==> src/sv/kvl_ram.sv <==
// ----------------------------------------------------------------------------
// kvl_ram
// Generic single-port synchronous RAM with registered read.
// ----------------------------------------------------------------------------
module kvl_ram #(
  parameter int WIDTH = 32,
  parameter int DEPTH = 16
) (
  input  logic                     clk,
  input  logic                     we,
  input  logic [$clog2(DEPTH)-1:0] addr,
  input  logic [WIDTH-1:0]         wdata,
  output logic [WIDTH-1:0]         rdata
);
  logic [WIDTH-1:0] mem [DEPTH];
  always_ff @(posedge clk) begin
    if (we) mem[addr] <= wdata;
    rdata <= mem[addr];
  end
endmodule

==> config.mk <==
export PLATFORM = sky130hd
export DESIGN_NAME = kvl_ram
export DESIGN_NICKNAME = d
export VERILOG_FILES = /design/src/sv/kvl_ram.sv
export SDC_FILE = /design/constraint.sdc
export NUM_CORES = 1
export LEC_CHECK = 0
export BUFFER_PORTS_ARGS = -buffer_cell sky130_fd_sc_hd__buf_4
export CELL_PAD_IN_SITES_DETAIL_PLACEMENT = 1
export CELL_PAD_IN_SITES_GLOBAL_PLACEMENT = 2
export CORE_ASPECT_RATIO = 1.1
export CORE_MARGIN = 3
export CORE_UTILIZATION = 52
export CTS_BUF_LIST = sky130_fd_sc_hd__clkbuf_8
export DETAILED_ROUTE_END_ITERATION = 10
export MAX_ROUTING_LAYER = met4
export PLACE_DENSITY_LB_ADDON = 0.1
export SLEW_MARGIN = 10
export SYNTH_ARGS = -nofsm -noshare
export SYNTH_HDL_FRONTEND = slang
export SYNTH_SLANG_ARGS = --single-unit
==> constraint.sdc <==
create_clock -name clk -period 4.1 [get_ports clk]
set_input_delay 0.41 -clock clk [delete_from_list [all_inputs] [get_ports clk]]
set_output_delay 0.41 -clock clk [all_outputs]
set_load 0.05 [all_outputs]
# [Yosys cells after proc, flatten, opt, wreduce, memory -nomap -nowiden]
# Memory sizes are Yosys's and may differ from the RTL's. A register that Yosys moved wholly into a read port is not among the register bits.
# Index checks and enable logic that the tools add are counted.
[op_classes] bitwise=0 n_eq_ne=0 multipliers=0 magnitude_cmp=0 n_div=0 n_shift=0 addsub=0 reduce_logical=0 mux=2
[op_table] operator="1-bit two-way mux" count=2
[totals] register_bits=0 latchBits=0 elab_cells=3 input_bits=38 out_inout_bits=32 rom_bits=0 mem_count=1 ramBits=512
[memory_table] memory="mem" words=16 word_bits=32 rd=1 rd_clocked_by_memory_dff=1 wr=1 line="15" rtl="logic [WIDTH-1:0] mem [DEPTH];"

# [Logic depth before layout (Yosys ltp)]
# Gate-level depths: netlist (run 1).
[depth] depth_word=2 mapped_depth=6 ltp_nobuf=3

# [Worst setup path after synthesis (run 1)]
# OpenSTA, ideal clock, no wires.
[synth_path] path_type="in2reg" start="input port addr[1]" end="memory mem[0][0], enable pin" path_buffers=3 slack_ns=0.448 required_time_ns=3.639 setup_time_ns=0.461 cell_stages=4 arrival_ns=3.191 cell_sequence="buf_2 > buf_4 > clkbuf_1 > nor3_1"
[synth_lines] element="start, declared" line="11" rtl="input logic [$clog2(DEPTH)-1:0] addr,"
[synth_lines] element="end, declared" line="15"
# Straight into the memory's write port.

# [Final worst setup path (run 1)]
[layout_path] start="input port addr[0]" end="memory mem[9][13], enable pin"
# Straight into the memory's write port.

==> flow_summary.toml, run 1 <==
[cells_and_area]
drive_gt1_share_pct = 33.46
synthToLayoutAreaGrowth_pct = 14.94
diodes = 0
fin_cells = 1546
utilization_pct = 61.03
fin_nets = 1016

[logic_synthesis]
synth_top_area_share_pct = 77.40
syn_inst = 840
netlist_top_cells_area = "edfxtp_1 77%, mux4_2 15%, dfxtp_1 3.2%, a22oi_1 2.4%, nand2_1 0.62%"
syn-cell-area_mm2 = 0.01986
synth.largest_area_cell = "edfxtp_1"
syn_area_per_cell_um2 = 23.65
synth-seq-cells = 544
ys_seq_area_share_pct = 80.63
synthDistinctLibCells = 17
synth_fp_nets = 878
yosys_warnings = 0

[route]
firstDrtPassIters = 5
vias_per_cell = 5.957
met1_length_mm = 18.64
top_layer_used = "met4"
totalWireLength_mm = 45.27
num_vias = 9210
met2WireLength_mm = 23.48
route.met3.wl_mm = 2.375
drtIter0Drc = 827
antenna_left = 0
wl_per_cell_um = 29.28
drc = 0

[placement]
placed_cells = 1384
hpwl_mm = 24.54
io_buffers = 69
gp_congestion = 0.7345
post-place-ws_ns = 1.239

[worst_hold_path]
hold_path_class = "input port to flip-flop"

[clock_tree]
root_buffer = "clkbuf_8"
insertion_delay_ns = 0.62
cts_max_level = 3
cts_sinks = 544
post_cts_buffers = 0
cts_resized = 0
cts-hold-fix-buffers = 0
path_clk_slew_ns = 0.06
numCtsBuffers = 86
cts_tree = "built"
clk_path_buf_depth = 3

[setup_path]
cp.required_ns = 4.41
r2r_setup_slack_ns = 2.59
critical_path.top_delay_family = "simple AND/OR/NAND/NOR gates"
worstPathCellList = "clkbuf_8, nand2b_1, nor2_4, buf_4"
crit_path_max_incr_delay_ns = 0.88
arrival_ns = 2.51
worst_path_max_delay_cell = "nor2_4"
cp.buffers_inverters = 2
path_class = "input port to flip-flop"
cp-start-kind = "input port"
end_kind = "flip-flop"
cp_max_fo = 49

[power]
power_mw = 11.26
power_frac_comb_pct = 6.3
p_sw_share_pct = 22.55
power.leakage_nw = 7.510
switching_power_mw = 2.539
powerDensity_mw_per_mm2 = 493.1
ir_drop_mv = 0.3648
internal_power_mw = 8.719
power.share.sequential_pct = 55.6
p_clk_share_pct = 38.1

[sta]
timing.slew.headroom_pct = 18.49
worst_pin_slew_ns = 1.220
final_max_slew_viol_count = 0
hold_violations = 0
fin_crit_sh_pct = 53.67
max_freq_mhz = 454.5
fin_ws_ns = 1.900
fin_worst_skew_ns = 0.01920
grt_setup_unrepaired = "no"
fin_setup_tns_ns = 0
fin_crit_ns = 2.200
setup_viol_count_final = 0

[grt]
grt_pass1_vias = 10330
track_usage_pct = 23.86
grt_pass1_wl_mm = 67.47
grt_max_degree = 64
grt-ovfl-total = 0
antenna_found_initial = 0

[die]
die_x_um = 192.3
initial_core_util_pct = 53.10
rows = 74
core_area_mm2 = 0.03741
die_area_mm2 = 0.04058
die_h_um = 211.0
io_pins = 70

[run_status]
status = "complete, no violations"

[run]
drv_cap = 0
## layout make-up
class	count	area, µm²
fillers	3113	14580
flip-flops and latches	544	16020
clock inverters	64	290.3
repair buffers	95	807.0
multi-input cells	251	3750
clock buffers	98	1349
well taps	494	618.1
## power by group through the flow
stage                     clock [mW]  combinational, mW  sequential [mW]
after floorplan                    0              0.300             6.49
after global placement             0              0.695             6.37
after detailed placement           0              0.719             6.38
after CTS                       4.41              0.721             6.26
after global routing            4.67              0.757             6.27
final                           4.29              0.709             6.26
## state kept, by name, summed over array words and instances (netlist names)
name / count
mem: 512
rdata: 32
## cells in the mapped netlist (all sizes together)
master  number
or3b         1
nor2b        2
nor2        13
nand2b       2
nand3b       2
nand3        1
mux4       128
buf         18
nand2       33
a22oi       64
edfxtp     512
clkbuf      27
nor3         4
dfxtp       32
and2         1
## final timing paths
path,cells past startpoint,start,endpoint
setup reg to reg,3,mem[11][30],rdata[30]
setup / recovery,4,addr[0],mem[9][13]
hold reg to reg,3,mem[6][7],rdata[7]
hold / removal,1,wdata[0],mem[11][0]
## kinds of logic (layout without fill, tap and decap cells)
| kind of cell | after synthesis | after routing | share of synthesized area [%] |
|---|---|---|---|
| flops | 544 | 544 | 80.63 |
| mux | 128 | 128 | 14.51 |
| compound gates | 64 | 64 | 2.419 |
| simple gates | 59 | 59 | 1.272 |
| buf+inv | 45 | 257 | 1.165 |
## metrics by stage
stage	cell area (µm²)	hold slack (ns)
5_1_grt	22830	0.06464
3_5_place_dp	21190	0.6695
6_report	22830	0.09747
3_3_place_gp	21190	0.6610
4_1_cts	22830	0.04753
2_1_floorplan	19860	0.5089
## placed cells by master, fill, tap and decap left out
master	count
edfxtp_1	512
mux4_2	128
clkbuf_8	99
buf_4	87
a22oi_1	64
inv_1	45
nand2_1	33
dfxtp_1	32
nor2_4	13
clkinv_1	9
buf_12	7
clkinvlp_4	5
nor3_2	4
clkinv_2	4
nor2b_4	2
nand3b_1	2
nand2b_1	2
and2_2	1
nand3_1	1
or3b_2	1
bufinv_16	1
## per-layer routing
layer	GRT usage, %	vias up
met5	-	-
met3	4.730	64
met1	31.90	4970
li1	-	3878
met2	38.54	298
met4	5.879	0
(Power assumes the default switching activity.)
==> inputs of run 2 (changes only) <==
CORE_UTILIZATION = 47   (was 52)
clock period = 1.9 ns   (was 4.1 ns; I/O delays follow)
==> run 2 against run 1 <==
Effect of this change:
- sequential cell count unchanged
- hold slack improved by 0.036 ns
- setup slack lost 1.5 ns
- first-iteration DRC count is 13% lower
- critical path depth fell by 3
- sequential share of layout area is 2.6 points lower
- die area is 10% higher
- register-to-register slack got worse by 2.1 ns
- sequential power up 120%
- count of clock-buffer cells in the layout shrank 1
- via count rose by 2.3%
- combinational power rose by 130%
==> flow_summary.toml, run 2 (synthesis results as in run 1) <==
[cells_and_area]
largest_register = "mem"
layout_common_cells = "512 x edfxtp_1, 128 x mux4_2, 103 x buf_4, 98 x clkbuf_8, 64 x a22oi_1"
multiInputGateArea_mm2 = 0.003785
seqCellArea_mm2 = 0.01602
synthToLayoutAreaGrowth_pct = 19.41
largest_reg_flops = 512
fill_cells = 3497
fin_area_mm2 = 0.02372
diodes = 0
reg_top3 = "mem x512, rdata x32"
fin_nets = 1082
drive_gt1_share_pct = 35.26
final_common_cell = "edfxtp_1"

[die]
die_h_um = 221.6
die_area_mm2 = 0.04477
core_area_mm2 = 0.04148
rows = 78
initial_core_util_pct = 47.89
io_pins = 70
die_x_um = 202.0

[power]
switching_power_mw = 5.426
ir_drop_mv = 0.6035
p_sw_share_pct = 22.36
powerDensity_mw_per_mm2 = 1023
p_clk_share_pct = 37.5
power.leakage_nw = 7.834
power_frac_comb_pct = 6.8
power.share.sequential_pct = 55.7
internal_power_mw = 18.83

[clock_tree]
cts_sinks = 544
clk_path_buf_depth = 3
post_cts_buffers = 0
cts_resized = 0
cts-hold-fix-buffers = 32
cts_max_level = 3
numCtsBuffers = 84
path_clk_slew_ns = 0.06
insertion_delay_ns = 0.64
root_buffer = "clkbuf_8"
cts_tree = "built"

[sta]
grt_setup_unrepaired = "no"
setup_viol_count_final = 0
fin_crit_ns = 1.474
worst_pin_slew_ns = 1.075
final_max_slew_viol_count = 0
fin_worst_skew_ns = 0.01637
fin_ws_ns = 0.4264
timing.slew.headroom_pct = 28.30
hold_violations = 0
whs_ns = 0.1337
fin_crit_sh_pct = 77.56
max_freq_mhz = 678.6

[setup_path]
critical_path.top_delay_family = "flip-flops"
cp.buffers_inverters = 1
timing.rr.start = "mem[3][22]"
path_class = "flip-flop to output pin"
end_kind = "output pin"
startpoint = "rdata[23]"
rr_endpoint = "rdata[22]"
cp.required_ns = 1.71
ff2ff_path_depth = 3
arrival_ns = 1.28
cp-start-kind = "flip-flop"
worstPathCellList = "buf_4"
cp_max_fo = 1
crit_path_max_incr_delay_ns = 0.41
r2r_setup_slack_ns = 0.53
worst_path_max_delay_cell = "dfxtp_1"

[route]
num_vias = 9425
totalWireLength_mm = 46.33
vias_per_cell = 5.657
firstDrtPassIters = 5
drc = 0
wl_per_cell_um = 27.81
drtIter0Drc = 720
antenna_left = 0

[placement]
io_buffers = 69
hpwl_mm = 26.34
gp_congestion = 0.7398
dpl_cell_area_mm2 = 0.02183
post-place-ws_ns = 0.01829

[worst_hold_path]
hold_path_class = "input port to flip-flop"
hold_end = "rdata[19]"
hold_depth = 4
hold_start = "addr[3]"

[grt]
antenna_found_initial = 0
track_usage_pct = 21.81
grt_max_degree = 33
grt-ovfl-total = 0
grt_pass1_vias = 10500
grt_pass1_wl_mm = 69.21

[run]
drv_cap = 0

[run_status]
status = "complete, no violations"
## run 2: through the flow
step | util (%) | total power [mW] | TNS (ns) | std cells
finish | 57.18 | 24.26 | 0 | 1666
global route | 57.18 | 25.20 | 0 | 1666
CTS | 57.18 | 24.58 | 0 | 1666
detailed placement | 52.63 | 15.39 | 0 | 1486
global placement | 52.63 | 15.32 | -0.00004430 | 1486
floorplan | - | 14.69 | -1.030 | 840
## run 2: worst max-delay path by stage
stage	end	depth (start not counted)
global route	rdata[23]	1
finish	rdata[23]	1
floorplan	mem[0][0]	2
global placement	rdata[28]	5
detailed placement	rdata[29]	5
CTS	rdata[23]	1
## run 2: metal layers
metal / vias up / routed length [µm] / GRT usage (%)
li1: 4003 / - / -
met1: 5092 / 18800 / 27.72
met2: 263 / 24600 / 36.77
met5: - / 0 / -
met3: 67 / 2121 / 3.377
met4: 0 / 820 / 6.551
## run 2: power by group through the flow
stage,combinational [mW],clock (mW),sequential (mW)
after floorplan,0.678,0,14.0
after global placement,1.58,0,13.7
after detailed placement,1.63,0,13.8
after CTS,1.69,9.38,13.5
after global routing,1.77,9.90,13.5
final,1.65,9.10,13.5
## run 2: area by class of cell
type	count	area share, %
multi-input combinational	251	15.96
sequential	544	67.53
clock buffer	97	5.629
timing repair buffer	163	6.948
clock inverter	51	0.9865
tap	560	2.954
