$ cat config.mk
export PLATFORM = sky130hd
export DESIGN_NAME = kvl_div
export DESIGN_NICKNAME = d
export VERILOG_FILES = /design/src/sv/kvl_pkg.sv /design/src/sv/kvl_div.sv
export SDC_FILE = /design/constraint.sdc
export NUM_CORES = 1
export LEC_CHECK = 0
export ABC_AREA = 1
export BUFFER_PORTS_ARGS = -buffer_cell sky130_fd_sc_hd__buf_2
export CAP_MARGIN = 20
export CORE_MARGIN = 3
export CORE_UTILIZATION = 40
export DETAILED_ROUTE_END_ITERATION = 8
export GPL_TIMING_DRIVEN = 0
export PLACE_DENSITY = 0.7
export REMOVE_ABC_BUFFERS = 1
export SYNTH_ARGS = -nofsm -noshare
export SYNTH_HDL_FRONTEND = slang
export SYNTH_SLANG_ARGS = --single-unit
$ cat constraint.sdc
create_clock -name clk -period 6.7 [get_ports clk]
set_input_delay 0.335 -clock clk [delete_from_list [all_inputs] [get_ports clk]]
set_output_delay 0.335 -clock clk [all_outputs]
set_load 0.005 [all_outputs]
$ cat src/sv/kvl_pkg.sv
// ----------------------------------------------------------------------------
// kvl_pkg
// Shared types and constants for the keyframe vector interpolator.
// ----------------------------------------------------------------------------
package kvl_pkg;
  localparam int MAX_KEYS   = 16;
  localparam int MAX_COORDS = 64;
  localparam int KW = $clog2(MAX_KEYS);
  localparam int CW = $clog2(MAX_COORDS);
  localparam int KEY_DEPTH = MAX_KEYS;
  localparam int CRD_DEPTH = MAX_KEYS * MAX_COORDS;
  localparam int CAW = $clog2(CRD_DEPTH);

  localparam logic [1:0] CMD_KEY   = 2'd0;
  localparam logic [1:0] CMD_COORD = 2'd1;
  localparam logic [1:0] CMD_APPLY = 2'd2;

  localparam logic [1:0] CFG_KEY_COUNT = 2'd0;
  localparam logic [1:0] CFG_COORDS    = 2'd1;

  typedef enum logic [3:0] {
    ST_IDLE, ST_K0, ST_KL, ST_SRCH, ST_SCMP, ST_DIV, ST_CRD, ST_CRDW, ST_MUL, ST_OUT
  } state_t;

  typedef enum logic [1:0] {MD_FIRST, MD_LAST, MD_LERP, MD_ZERO} mode_t;

  // divider request and response handshake
  typedef struct packed {
    logic        start;
    logic [32:0] num;
    logic [32:0] den;
  } div_req_t;

  typedef struct packed {
    logic        done;
    logic [16:0] quo;
  } div_rsp_t;
endpackage

$ cat src/sv/kvl_div.sv
// ----------------------------------------------------------------------------
// kvl_div
// Restoring divider, one quotient bit per cycle, 17-bit quotient.
// ----------------------------------------------------------------------------
module kvl_div import kvl_pkg::*; (
  input  logic     clk,
  input  logic     rst_n,
  input  div_req_t req,
  output div_rsp_t rsp
);
  // num <= den, so num * 65536 / den fits 17 bits
  logic [4:0]  cnt_r, cnt_nxt;
  logic        busy_r, busy_nxt;
  logic [33:0] rem_r, rem_nxt;
  logic [32:0] den_r, den_nxt;
  logic [16:0] q_r, q_nxt;
  logic        done_r, done_nxt;
  logic [33:0] trial;

  always_comb begin
    cnt_nxt = cnt_r; busy_nxt = busy_r; rem_nxt = rem_r; den_nxt = den_r;
    q_nxt = q_r; done_nxt = 1'b0;
    // integer bit first, then shift in one zero per fraction bit
    trial = (cnt_r == 5'd0) ? rem_r : {rem_r[32:0], 1'b0};
    if (req.start) begin
      busy_nxt = 1'b1; cnt_nxt = 5'd0;
      rem_nxt = {1'b0, req.num}; den_nxt = req.den; q_nxt = '0;
    end else if (busy_r) begin
      if (trial >= {1'b0, den_r}) begin
        rem_nxt = trial - {1'b0, den_r};
        q_nxt = {q_r[15:0], 1'b1};
      end else begin
        rem_nxt = trial;
        q_nxt = {q_r[15:0], 1'b0};
      end
      cnt_nxt = cnt_r + 5'd1;
      if (cnt_r == 5'd16) begin
        busy_nxt = 1'b0; done_nxt = 1'b1;
      end
    end
  end

  always_ff @(posedge clk) begin
    if (!rst_n) begin
      busy_r <= 1'b0; done_r <= 1'b0; cnt_r <= '0;
    end else begin
      busy_r <= busy_nxt; done_r <= done_nxt; cnt_r <= cnt_nxt;
    end
    rem_r <= rem_nxt; den_r <= den_nxt; q_r <= q_nxt;
  end

  assign rsp.done = done_r;
  assign rsp.quo  = q_r;
endmodule

**Word level (Yosys, flattened, before mapping)**

Index checks and enable logic that the tools add are counted.

- Register bits: 91
- Latch bits: 0
- Bits in writable memories: 0
- ROM bits: 0
- Bits of input ports: 69
- Output and inout port bits: 18
- Logic and storage cells: 26
- Memories: 0

- Add/sub/neg operators: 2
- Multiply operators: 0
- Div/mod/pow operators: 0
- Order comparisons: 1
- Equal/unequal tests: 1
- Shift-type cells: 0
- Mux-type cells: 9
- Bitwise gates (word level): 2
- Reductions and logical operators: 4

Operators with widths:

| operator | number |
|---|---|
| $mux 34 | 2 |
| $mux 33 | 2 |
| $ge 34x33->1 | 1 |
| $sub 34x33->34 | 1 |
| $add 5x1->5 const B | 1 |
| $eq 5x5->1 const B | 1 |
| $logic_not 5->1 | 1 |
| $mux 1 | 5 |
| $reduce_or 3->1 | 1 |
| $not 1->1 | 2 |
| $reduce_bool 2->1 | 1 |
| $reduce_or 2->1 | 1 |

**Logic depth before layout (Yosys ltp)**

Gate-level depths: netlist (run 1).

- Word-level depth: 6
- Gate-level depth with buffers: 25
- Gate-level depth less buffers: 22

**Worst setup path after synthesis (run 1)**

Ideal clock, no wire load.

- Path kind: register to register
- Start: reg cnt_r[0]
- End: reg rem_r[18], data pin
- Setup time: 0.254 ns
- Arrival time: 2.734 ns
- Required time: 6.446 ns
- Setup slack: 3.712 ns
- Stages on the path, launching flop included: 20
- Buffers on the path: 3
- Clock period less this slack: 2.988 ns
- Cell sequence: dfxtp_1 -> inv_1 -> ha_1 -> nand3_2 -> buf_2 -> clkbuf_1 -> a21oi_1 -> ha_1 -> nand2_2 -> nor2_2 -> inv_1 -> nor2_2 -> nand2_2 -> nor3_4 -> nand3_4 -> nand3_4 -> buf_6 -> nand2_1 -> nand3_1 -> nand2_1

- Word-level cells in the longest chain between the ends: 6
- Elaborated cells on any way between the ends: 7
- Those cells by class: add/sub (1); order compare (1); mux (4); reduce/logical (1)

Ends and longest elaborated chain:

| item | line | source |
|---|---|---|
| start: declaration | kvl_div.sv:12 | `logic [4:0] cnt_r, cnt_nxt;` |
| start signal: assignment | kvl_div.sv:47 | `busy_r <= busy_nxt; done_r <= done_nxt; cnt_r <= cnt_nxt;` |
| $logic_not 5->1 * | kvl_div.sv:24 | `trial = (cnt_r == 5'd0) ? rem_r : {rem_r[32:0], 1'b0};` |
| $mux 34 * | kvl_div.sv:24 |  |
| $sub 34x33->34 or $ge 34x33->1 (tied branches) | kvl_div.sv:30, kvl_div.sv:29 |  |
| $mux 34 * | kvl_div.sv:29 | `if (trial >= {1'b0, den_r}) begin` |
| $mux 33 * | kvl_div.sv:28 | `end else if (busy_r) begin` |
| $mux 33 * | kvl_div.sv:25 | `if (req.start) begin` |
| net rem_nxt[18] | kvl_div.sv:14 | `logic [33:0] rem_r, rem_nxt;` |
| end signal: assignment | kvl_div.sv:49 | `rem_r <= rem_nxt; den_r <= den_nxt; q_r <= q_nxt;` |
| end: declaration | kvl_div.sv:14 |  |

The timed path passes the listed nets; every way through them passes the cells marked *. The select of a mux whose other input is x is not followed.
A chain may end at the register's enable or synchronous reset.

**Worst setup path after layout (run 1)**

- Start: reg cnt_r[1]
- End: reg rem_r[29], data pin

Same word-level chain as after synthesis.

==> results.toml, run 1 <==
[status]
status = "finished clean"

[power]
p_leak_nw = 4.320
power.density_nw_per_um2 = 293.9
ir_drop_v = 0.0001343

[route]
ant_nets = 0
drc_errors = 0
post_drt_wl_per_cell_um = 13.46
drt_pass1_iterations = 5
drt_iter0_drc = 436
via_per_inst = 4.809
finalWirelength_um = 18650
num_vias = 6660

[sta]
fin_crit_ns = 4.940
slew_violations = 0
finalSetupTns_ns = 0
finClkSkew_ns = 0.008141
hold_violations = 0
worstMarginPinSlew_ns = 0.9331
grt_setup_unrepaired = "no"
fmax_mhz = 202.4
finalSetupViolCount = 0
fin_crit_sh_pct = 73.73
relSlewSlack_pct = 37.65

[clock_network]
cts_hold_buf = 0
clk_latency_ns = 0.35
cts.clk_slew.worst_paths_ns = 0.07
clock-root-buffer = "clkbuf_16"
numCtsBuffers = 9
clock_path_buffers = 2
cts_resized = 0
cts.sinks = 91
cts_tree = "built"
post_cts_buffers = 0
htree_levels = 3

[floorplan]
rows = 48
die_height_um = 139.4
dieWidth_um = 139.4
die-area_um2 = 19440
start_util_pct = 41.03
io_pins = 87
core_area_um2 = 17360

[grt]
grt_pass1_wl_um = 30660
grt_overflow_total = 0
grt_pass1_vias = 6300
antenna_found_initial = 0
grt_max_degree = 50
grt_usage_pct = 19.21

[worst_setup_path]
cp.required_ns = 6.81
cp.arrival_ns = 5.05
critPathMostFrequentCell = "nand2_1"
path_class = "reg2reg"
crit_fanout = 35
worst_setup_path_start_kind = "flop"
end_kind = "flop"
slowest_delay_ns = 0.72
cp_cell_sequence = "inv_1, ha_1, nand3_2, buf_16, o21ai_0, ha_1, nand2_1, inv_1, a21oi_1, nor2_1, nor2_1, nor2_1, nor2_4, nand3_4, nand2_1, nand2_1, nand2_1, nand2_1"
slowest_stage = "nor2_4"

[yosys]
syn_area_per_cell_um2 = 6.551
syn_area_um2 = 7121
synthFlopType = "edfxtp_1"
synthArstFlopShare_pct = 0
yosysUniqueCellTypes = 40
yosysTopAreaCell = "edfxtp_1"
synth-seq-area-share_pct = 34.86
synthTopCellsByArea = "edfxtp_1 28%, nand2_1 21%, inv_1 13%, dfxtp_1 7.0%, ha_1 6.2%"
synth_edf_count = 66
synth_top_area_share_pct = 27.83
ys_ff_latch = 91
syn_inst = 1087
synth_warnings = 0

[run]
maxCapViolations = 0

[placement]
numPortBuffers = 86
place_congestion = 0.9114
dp_hpwl_um = 14170

[cells_and_area]
layout-drive-gt1-share_pct = 10.69
final_core_util_pct = 46.23
syn2layout_area_growth_pct = 12.69
fin_nets = 1260
diodes = 0

[worst_hold_path]
hp-class = "in2reg"
==> synth_stat cells (2+ instances only) <==
| master | n |
|---|---|
| xnor2_1 | 16 |
| nand2_1 | 389 |
| inv_2 | 2 |
| buf_6 | 3 |
| nor2_1 | 58 |
| edfxtp_1 | 66 |
| buf_1 | 2 |
| a31oi_1 | 2 |
| nor2_2 | 2 |
| a21oi_1 | 22 |
| nand4_1 | 41 |
| dfxtp_1 | 25 |
| o21a_1 | 2 |
| and2_1 | 3 |
| clkbuf_1 | 16 |
| nor2_4 | 2 |
| xor2_1 | 2 |
| inv_1 | 244 |
| nand3_1 | 60 |
| o22ai_1 | 14 |
| buf_2 | 10 |
| nor3_1 | 10 |
| nand2_2 | 6 |
| ha_1 | 35 |
| o21ai_0 | 35 |
| nand3_4 | 2 |
| nand3b_1 | 5 |
==> final timing paths <==
check | start | endpoint | slack, ns | cells after the start
worst min register to register | q_r[16] | q_r[16] | 0.47 | 2
worst min-delay path | req[25] | den_r[25] | 0.15 | 1
worst max-delay path | cnt_r[1] | rem_r[29] | 1.76 | 18
worst max register to register | cnt_r[1] | rem_r[29] | 1.76 | 18
==> routing by layer <==
metal | part of all wire, % | track usage, % | vias to the layer above
met3 | 5.1 | 2.955 | 14
met5 | 0 | 0 | -
met4 | 1.1 | 4.583 | 0
li1 | - | - | 3509
met2 | 44 | 30.36 | 148
met1 | 50 | 27.72 | 2989
==> layout make-up <==
type / count / area, µm²
fillers: 1835 / 9333
repair buffers: 89 / 505.5
inverters: 247 / 928.4
flip-flops and latches: 91 / 2482
clock buffers: 9 / 225.2
multi-input cells: 717 / 3552
clock inverters: 7 / 48.80
well taps: 225 / 281.5
==> metrics by stage <==
stage | cells | cell area, µm² | setup slack, ns | total power, mW | hold slack (ns)
after global routing | 1385 | 8024 | 1.251 | 2.568 | 0.1461
final | 1385 | 8024 | 1.760 | 2.358 | 0.1538
after CTS | 1385 | 8024 | 1.784 | 2.365 | 0.1474
after global placement | 1366 | 7674 | 1.370 | 1.857 | 0.4349
after detailed placement | 1369 | 7750 | 1.790 | 1.872 | 0.4588
after floorplan | 1055 | 6962 | 2.867 | 1.586 | 0.4339
==> flip-flops by register name (all words and copies together) (netlist names) <==
register / count
den_r: 33
done_r: 1
q_r: 17
cnt_r: 5
busy_r: 1
rem_r: 34
==> cell usage in the layout, fill, tap and decap left out, types with 2 or more instances in the layout <==
master       n
a21oi_1     22
nand4_1     41
nand2_2      6
o21ai_0     35
nor2_1      58
inv_4        2
nand2_1    389
inv_1      244
clkinv_2     3
nand3_1     60
o22ai_1     14
xnor2_1     16
o21a_1       2
nor3_1      10
and2_1       3
xor2_1       2
edfxtp_1    66
nor2_2       2
clkbuf_16    9
ha_1        35
dfxtp_1     25
buf_2       86
inv_2        2
nand3_4      2
buf_16       2
inv_6        2
nand3b_1     5
nor2_4       2
a31oi_1      2
==> worst max-delay path: cells and delay by family (launching register included) <==
family	cells	cell delay (ns)
and+or+nand+nor	11	2.78
adders and majority gates	2	0.57
AOI/OAI and AO/OA	2	0.42
DFF	1	0.34
buffers and inverters	3	0.53
==> power by group <==
part           internal, mW  switching, mW  leakage (nW)  total (mW)
logic                 0.398          0.748          3.32        1.15
clock network         0.254          0.233         0.141       0.488
registers             0.693         0.0303         0.862       0.724
==> logic make-up (layout without fill, tap and decap cells) <==
logic type,count (synthesis),count (layout),share of synthesized area (%)
DFF,91,91,34.86
xor gates and xnor gates,18,18,2.214
and+or+nand+nor,584,584,35.18
buffers and inverters,279,352,15.25
AOI/OAI and AO/OA,79,79,6.062
adders and majority gates,36,36,6.431
No activity file was read; power rests on OpenSTA's default activity.
==> inputs of run 2 (changes only) <==
--- a/config.mk
+++ b/config.mk
@@ -12,7 +12,7 @@
 export CORE_UTILIZATION = 40
 export DETAILED_ROUTE_END_ITERATION = 8
 export GPL_TIMING_DRIVEN = 0
-export PLACE_DENSITY = 0.7
+export PLACE_DENSITY = 0.73
 export REMOVE_ABC_BUFFERS = 1
 export SYNTH_ARGS = -nofsm -noshare
 export SYNTH_HDL_FRONTEND = slang
==> constraint.sdc (replaced) <==
create_clock -name clk -period 4 [get_ports clk]
set_input_delay 0.2 -clock clk [delete_from_list [all_inputs] [get_ports clk]]
set_output_delay 0.2 -clock clk [all_outputs]
set_load 0.005 [all_outputs]
==> run 2 against run 1 <==
Via count grew 3.7%. Combinational power grew 81%. Sequential share of layout area shrank 1.2 points. Clock power grew 83%. Fmax grew 32%. Hold slack lost 0.14 ns. Critical path depth grew 1. Critical endpoint is now rem_r[17]. Largest power group unchanged.
==> results.toml, run 2 (synthesis results as in run 1) <==
[route]
num_vias = 6908
drt_iter0_drc = 469
finalWirelength_um = 20560
post_drt_wl_per_cell_um = 14.59
ant_nets = 0
drt_pass1_iterations = 5
drc_errors = 0
via_per_inst = 4.903

[grt]
gr-usage-met1_pct = 29.33
grt_pass1_vias = 6634
grt-busiest-layer = "met2"
use_met2_pct = 33.77
met3_usage_pct = 3.677
grt_pass1_wl_um = 33060
antenna_found_initial = 0
grt_usage_pct = 21.00
grt_max_degree = 50
grt_overflow_total = 0

[clock_network]
cts.sinks = 91
numCtsBuffers = 9
cts_tree = "built"
cts.clk_slew.worst_paths_ns = 0.08
clock-root-buffer = "clkbuf_16"
htree_levels = 3
clock_path_buffers = 2
clk_latency_ns = 0.37

[cells_and_area]
top_regs = "rem_r (34), den_r (33), q_r (17)"
diodes = 0
largest_register_ffs = 34
mostFrequentLayoutCell = "nand2_1"
layout-drive-gt1-share_pct = 11.49
fillers = 1880
fin_cells = 1409
layout_common_cells = "389 x nand2_1, 244 x inv_1, 86 x buf_2"
top_register = "rem_r"
fin_nets = 1284
syn2layout_area_growth_pct = 17.13

[floorplan]
io_pins = 87
dieWidth_um = 139.4
start_util_pct = 41.03
core_area_um2 = 17360
die-area_um2 = 19440
rows = 48
die_height_um = 139.4

[worst_setup_path]
cp.required_ns = 4.13
crit_fanout = 33
worst_setup_path_start_kind = "flop"
cp.arrival_ns = 3.88
end_kind = "flop"
path_class = "reg2reg"
r2r_setup_slack_ns = 0.25

[sta]
finalSetupViolCount = 0
setup_slack_ns = 0.2547
fin_crit_sh_pct = 93.63
relSlewSlack_pct = 42.87
slew_violations = 0
finClkSkew_ns = 0.01294
grt_setup_unrepaired = "no"
fin_crit_ns = 3.745
hold_violations = 0
fmax_mhz = 267.0
worstMarginPinSlew_ns = 0.8570

[power]
power.density_nw_per_um2 = 501.9
total_power_mw = 4.186
p_leak_nw = 4.458
ir_drop_v = 0.0002714

[status]
status = "finished clean"

[worst_hold_path]
hp-class = "in2reg"

[placement]
pre_cts_slack_ns = -0.9142
dp_hpwl_um = 14320
numPortBuffers = 86
dp.cells = 1369
place_congestion = 0.9184

[run]
maxCapViolations = 0
run 2: where the power goes:
group / internal [mW] / switching, mW / leakage (nW)
Clock: 0.472 / 0.422 / 0.149
Combinational: 0.740 / 1.34 / 3.45
Sequential: 1.16 / 0.0530 / 0.862
Total: 2.37 / 1.81 / 4.46
run 2: cell type report:
class	instances	area (µm²)	area share [%]
flip-flops and latches	91	2482	29.76
repair buffers	109	723.2	8.671
clock buffers	10	250.2	3.000
multi-input cells	721	3625	43.46
inverters	247	928.4	11.13
well taps	225	281.5	3.375
clock inverters	6	50.05	0.6001
run 2: path summary, 6_finish.rpt:
kind	from	endpoint	depth (start not counted)
setup / recovery	cnt_r[1]	rem_r[17]	19
hold / removal	req[8]	den_r[8]	1
setup reg to reg	cnt_r[1]	rem_r[17]	19
hold reg to reg	q_r[16]	q_r[16]	2
run 2: timing repair:
action / CTS / global route
setup endpoints to repair: 35 / 35
cloned: 3 / 1
hold buffers: 12 / 0
resized for setup: 4 / 2
buffers inserted: 3 / 5
endpoints found under the hold margin: 12 / 0
pin swaps: 2 / 2
run 2: critical path, stage by stage (launching register included):
cell and delay [ns]:
dfxtp_1 0.34, inv_1 0.09, ha_2 0.30, nand3_4 0.15
buf_16 0.20, nand2_1 0.14, o21ai_0 0.13, ha_1 0.39
nand2_2 0.10, inv_2 0.07, nand2_2 0.07, nor2_1 0.20
nand2_2 0.12, nor3_4 0.20, nand3_4 0.35, nand3_4 0.25
buf_4 0.19, nand2_1 0.07, nand3_1 0.08, nand2_1 0.05
run 2: per-layer routing:
layer	vias up	routed length, µm
met1	3145	9667
met2	183	9339
met5	-	0
li1	3562	-
met4	0	319
met3	18	1228
run 2: per-stage QoR:
step                utilization [%]  area (µm²)  TNS (ns)  hold slack [ns]
finish                        48.05        8341         0         0.008885
global route                  48.05        8341         0         0.004244
CTS                           47.64        8269         0        0.0002202
detailed placement            44.65        7750    -27.39           0.3781
global placement              44.21        7674    -40.12           0.3759
floorplan                         -        6962         0           0.2989
==> inputs of run 3 (changes only) <==
--- a/config.mk
+++ b/config.mk
@@ -5,14 +5,13 @@
 export SDC_FILE = /design/constraint.sdc
 export NUM_CORES = 1
 export LEC_CHECK = 0
-export ABC_AREA = 1
 export BUFFER_PORTS_ARGS = -buffer_cell sky130_fd_sc_hd__buf_2
 export CAP_MARGIN = 20
 export CORE_MARGIN = 3
 export CORE_UTILIZATION = 40
 export DETAILED_ROUTE_END_ITERATION = 8
 export GPL_TIMING_DRIVEN = 0
-export PLACE_DENSITY = 0.73
+export PLACE_DENSITY = 0.74
 export REMOVE_ABC_BUFFERS = 1
 export SYNTH_ARGS = -nofsm -noshare
 export SYNTH_HDL_FRONTEND = slang
==> run 3 against run 2 <==
Sequential share of layout area is 2.3 points higher. Final area is 7.2% lower. Sequential cell count stayed put. Global-route usage is 4.4 points lower. Synthesized cell count is 43% lower. Combinational power is 32% higher. Cell count is 35% lower. Critical path depth is 2 higher. Wire length is 28% lower. Clock power is 5.0% lower. First-iteration DRC count is 42% lower. Largest power group unchanged. Highest routed layer unchanged.
==> results.toml, run 3 <==
[yosys]
synth_compound_area_share_pct = 15.09
yosysMostFrequentCell = "nor2_1"
yosys.area_share.adder_pct = 7.671
ys_ff_latch = 91
synthMuxAreaShare_pct = 12.87
syn_inst = 619
synth_top_family_by_area = "compound AO/OA/AOI/OAI gates"
synth-seq-area-share_pct = 41.58
synthArstFlopShare_pct = 0
syn_area_um2 = 5969
synth_warnings = 0
synth_edf_count = 66
synth_xor_area_share_pct = 3.961
synth-simple-area-share_pct = 13.14
yosysUniqueCellTypes = 55
synth_common_cells = "67 x nor2_1, 66 x edfxtp_1, 59 x a21oi_1"
syn_area_per_cell_um2 = 9.644
synthTopCellsByArea = "edfxtp_1 33%, dfxtp_1 8.4%, ha_1 7.3%, mux2_2 7.0%, mux2i_1 5.7%"
synth_top_area_share_pct = 33.20
yosysTopAreaCell = "edfxtp_1"
synthFlopType = "edfxtp_1"

[worst_setup_path]
worst_setup_path_start_kind = "flop"
cp.required_ns = 4.12
startpoint = "cnt_r[1]"
rr_worst_depth = 21
path_class = "reg2reg"
worst_r2r_endpoint = "rem_r[0]"
r2r_setup_slack_ns = 0.02
end_kind = "flop"
r2r_start = "cnt_r[1]"
crit_fanout = 8
cp.arrival_ns = 4.10

[power]
p_leak_nw = 3.225
pwr-share-seq_pct = 26.2
p_int_mw = 3.011
combPwrFrac_pct = 56.4
p_sw_mw = 1.868
ir_drop_v = 0.0002606
power.density_nw_per_um2 = 630.0
p_sw_share_pct = 38.29
clkPwrFrac_pct = 17.4

[clock_network]
clock_path_buffers = 2
cts.clk_slew.worst_paths_ns = 0.07
cts.sinks = 91
htree_levels = 3
numCtsBuffers = 9
clock-root-buffer = "clkbuf_16"
cts_tree = "built"
clk_latency_ns = 0.36

[cells_and_area]
fin_cells = 921
top_register = "rem_r"
final_core_util_pct = 53.08
fillers = 1286
layout_common_cells = "86 x buf_2, 66 x edfxtp_1, 62 x nor2_1"
fin_nets = 837
diodes = 0
layout-drive-gt1-share_pct = 34.06
top_regs = "rem_r (34), den_r (33), q_r (17)"
largest_register_ffs = 34
multi_input_area_um2 = 3592
seq_area_um2 = 2485
mostFrequentLayoutCell = "buf_2"
syn2layout_area_growth_pct = 29.72

[grt]
grt_overflow_total = 0
grt_pass1_vias = 4589
grt_pass1_wl_um = 22000
grt_usage_pct = 16.61
grt_max_degree = 53
antenna_found_initial = 0

[sta]
hold_violations = 0
worstMarginPinSlew_ns = 0.8944
finalSetupViolCount = 0
fmax_mhz = 251.0
fin_crit_ns = 3.983
finClkSkew_ns = 0.007820
slew_violations = 0
setup_slack_ns = 0.01669
relSlewSlack_pct = 40.16
fin_crit_sh_pct = 99.58
finalSetupTns_ns = 0
grt_setup_unrepaired = "yes"
hold_ws_ns = 0.01405

[floorplan]
die_height_um = 128.2
rows = 44
core_area_um2 = 14590
io_pins = 87
dieWidth_um = 128.2
die-area_um2 = 16430
start_util_pct = 40.92

[route]
finalWirelength_um = 14810
ant_nets = 0
num_vias = 4894
drc_errors = 0
drt_iter0_drc = 273
via_per_inst = 5.314
drt_pass1_iterations = 5
post_drt_wl_per_cell_um = 16.08

[worst_hold_path]
hold_path_depth = 1
hp-class = "in2reg"
whs_endpoint = "den_r[4]"
min-delay-start = "req[4]"

[placement]
pre_cts_slack_ns = -1.451
numPortBuffers = 86
place_congestion = 0.8157
dp.cells = 860
dp_hpwl_um = 9270

[status]
status = "finished clean"

[run]
maxCapViolations = 0
## run 3: changes by cell type after synthesis, moves of 31 or more
cell,before,now
inv_1,244,45
nand2_1,389,43
nand3_1,60,13
a21oi_1,22,59
nand4_1,41,10
mux2_2,0,37
mux2i_1,0,34
## run 3: worst max-delay path, cell delays in order, from the launching register on
cell      delay [ns]
dfxtp_2         0.34
inv_2           0.07
ha_4            0.13
nor4b_4         0.17
buf_4           0.18
buf_6           0.11
buf_12          0.12
mux2_4          0.32
ha_4            0.26
a21o_1          0.16
a211o_1         0.29
and4bb_2        0.35
o21ai_2         0.07
nand4_1         0.14
buf_4           0.14
a21oi_4         0.05
buf_12          0.15
buf_12          0.12
buf_16          0.14
a21oi_2         0.09
a21oi_1         0.05
mux2_2          0.25
## run 3: layout make-up
cell class	instances	share of cell area (%)
Clock inverter	6	0.7433
Sequential cell	91	32.09
Inverter	46	2.246
Clock buffer	10	3.086
Timing Repair Buffer	135	12.47
Multi-Input combinational cell	449	46.39
Tap cell	184	2.973
## run 3: power groups by stage
stage | combinational [mW] | sequential [mW] | clock, mW
5_1_grt | 2.99 | 1.30 | 0.904
4_1_cts | 2.20 | 1.27 | 0.871
3_5_place_dp | 1.98 | 1.29 | 0
6_report | 2.75 | 1.28 | 0.849
2_1_floorplan | 1.58 | 1.27 | 0
3_3_place_gp | 1.92 | 1.29 | 0
## run 3: cell families (layout without fill, tap and decap cells)
family | Yosys count | in the layout
buf+inv | 80 | 197
flops | 91 | 91
xor+xnor | 27 | 27
simple gates | 168 | 168
mux | 72 | 72
compound gates | 145 | 146
fa+ha+maj | 36 | 36
## run 3: worst max path at each step
stage / slack (ns) / cells past startpoint / to
after floorplan: -1.10 / 13 / rem_r[0]
after global placement: -2.60 / 13 / rem_r[16]
after detailed placement: -1.45 / 15 / rem_r[11]
after CTS: 0.001 / 18 / rem_r[12]
after global routing: -0.09 / 20 / rem_r[28]
final: 0.02 / 21 / rem_r[0]
## run 3: what timing repair did
action	4_1_cts	5_1_grt
setup buffers	14	25
gates cloned	2	3
pin swaps	6	22
resized for setup	15	84
endpoints found under the hold margin	3	0
hold buffers	3	0
endpoints found under the setup margin	35	34
## run 3: stage by stage
stage | area, µm² | total power [mW]
2_1_floorplan | 5803 | 2.845
3_3_place_gp | 6464 | 3.213
3_5_place_dp | 6558 | 3.277
4_1_cts | 7083 | 4.339
5_1_grt | 7744 | 5.188
6_report | 7744 | 4.878
## run 3: metal layers
| layer | wire [µm] | vias to the layer above | track usage [%] |
|---|---|---|---|
| met2 | 7009 | 119 | 27.02 |
| li1 | - | 2464 | - |
| met1 | 6949 | 2300 | 22.05 |
| met4 | 206 | 0 | 5.056 |
| met3 | 648 | 11 | 3.833 |
| met5 | 0 | - | 0 |
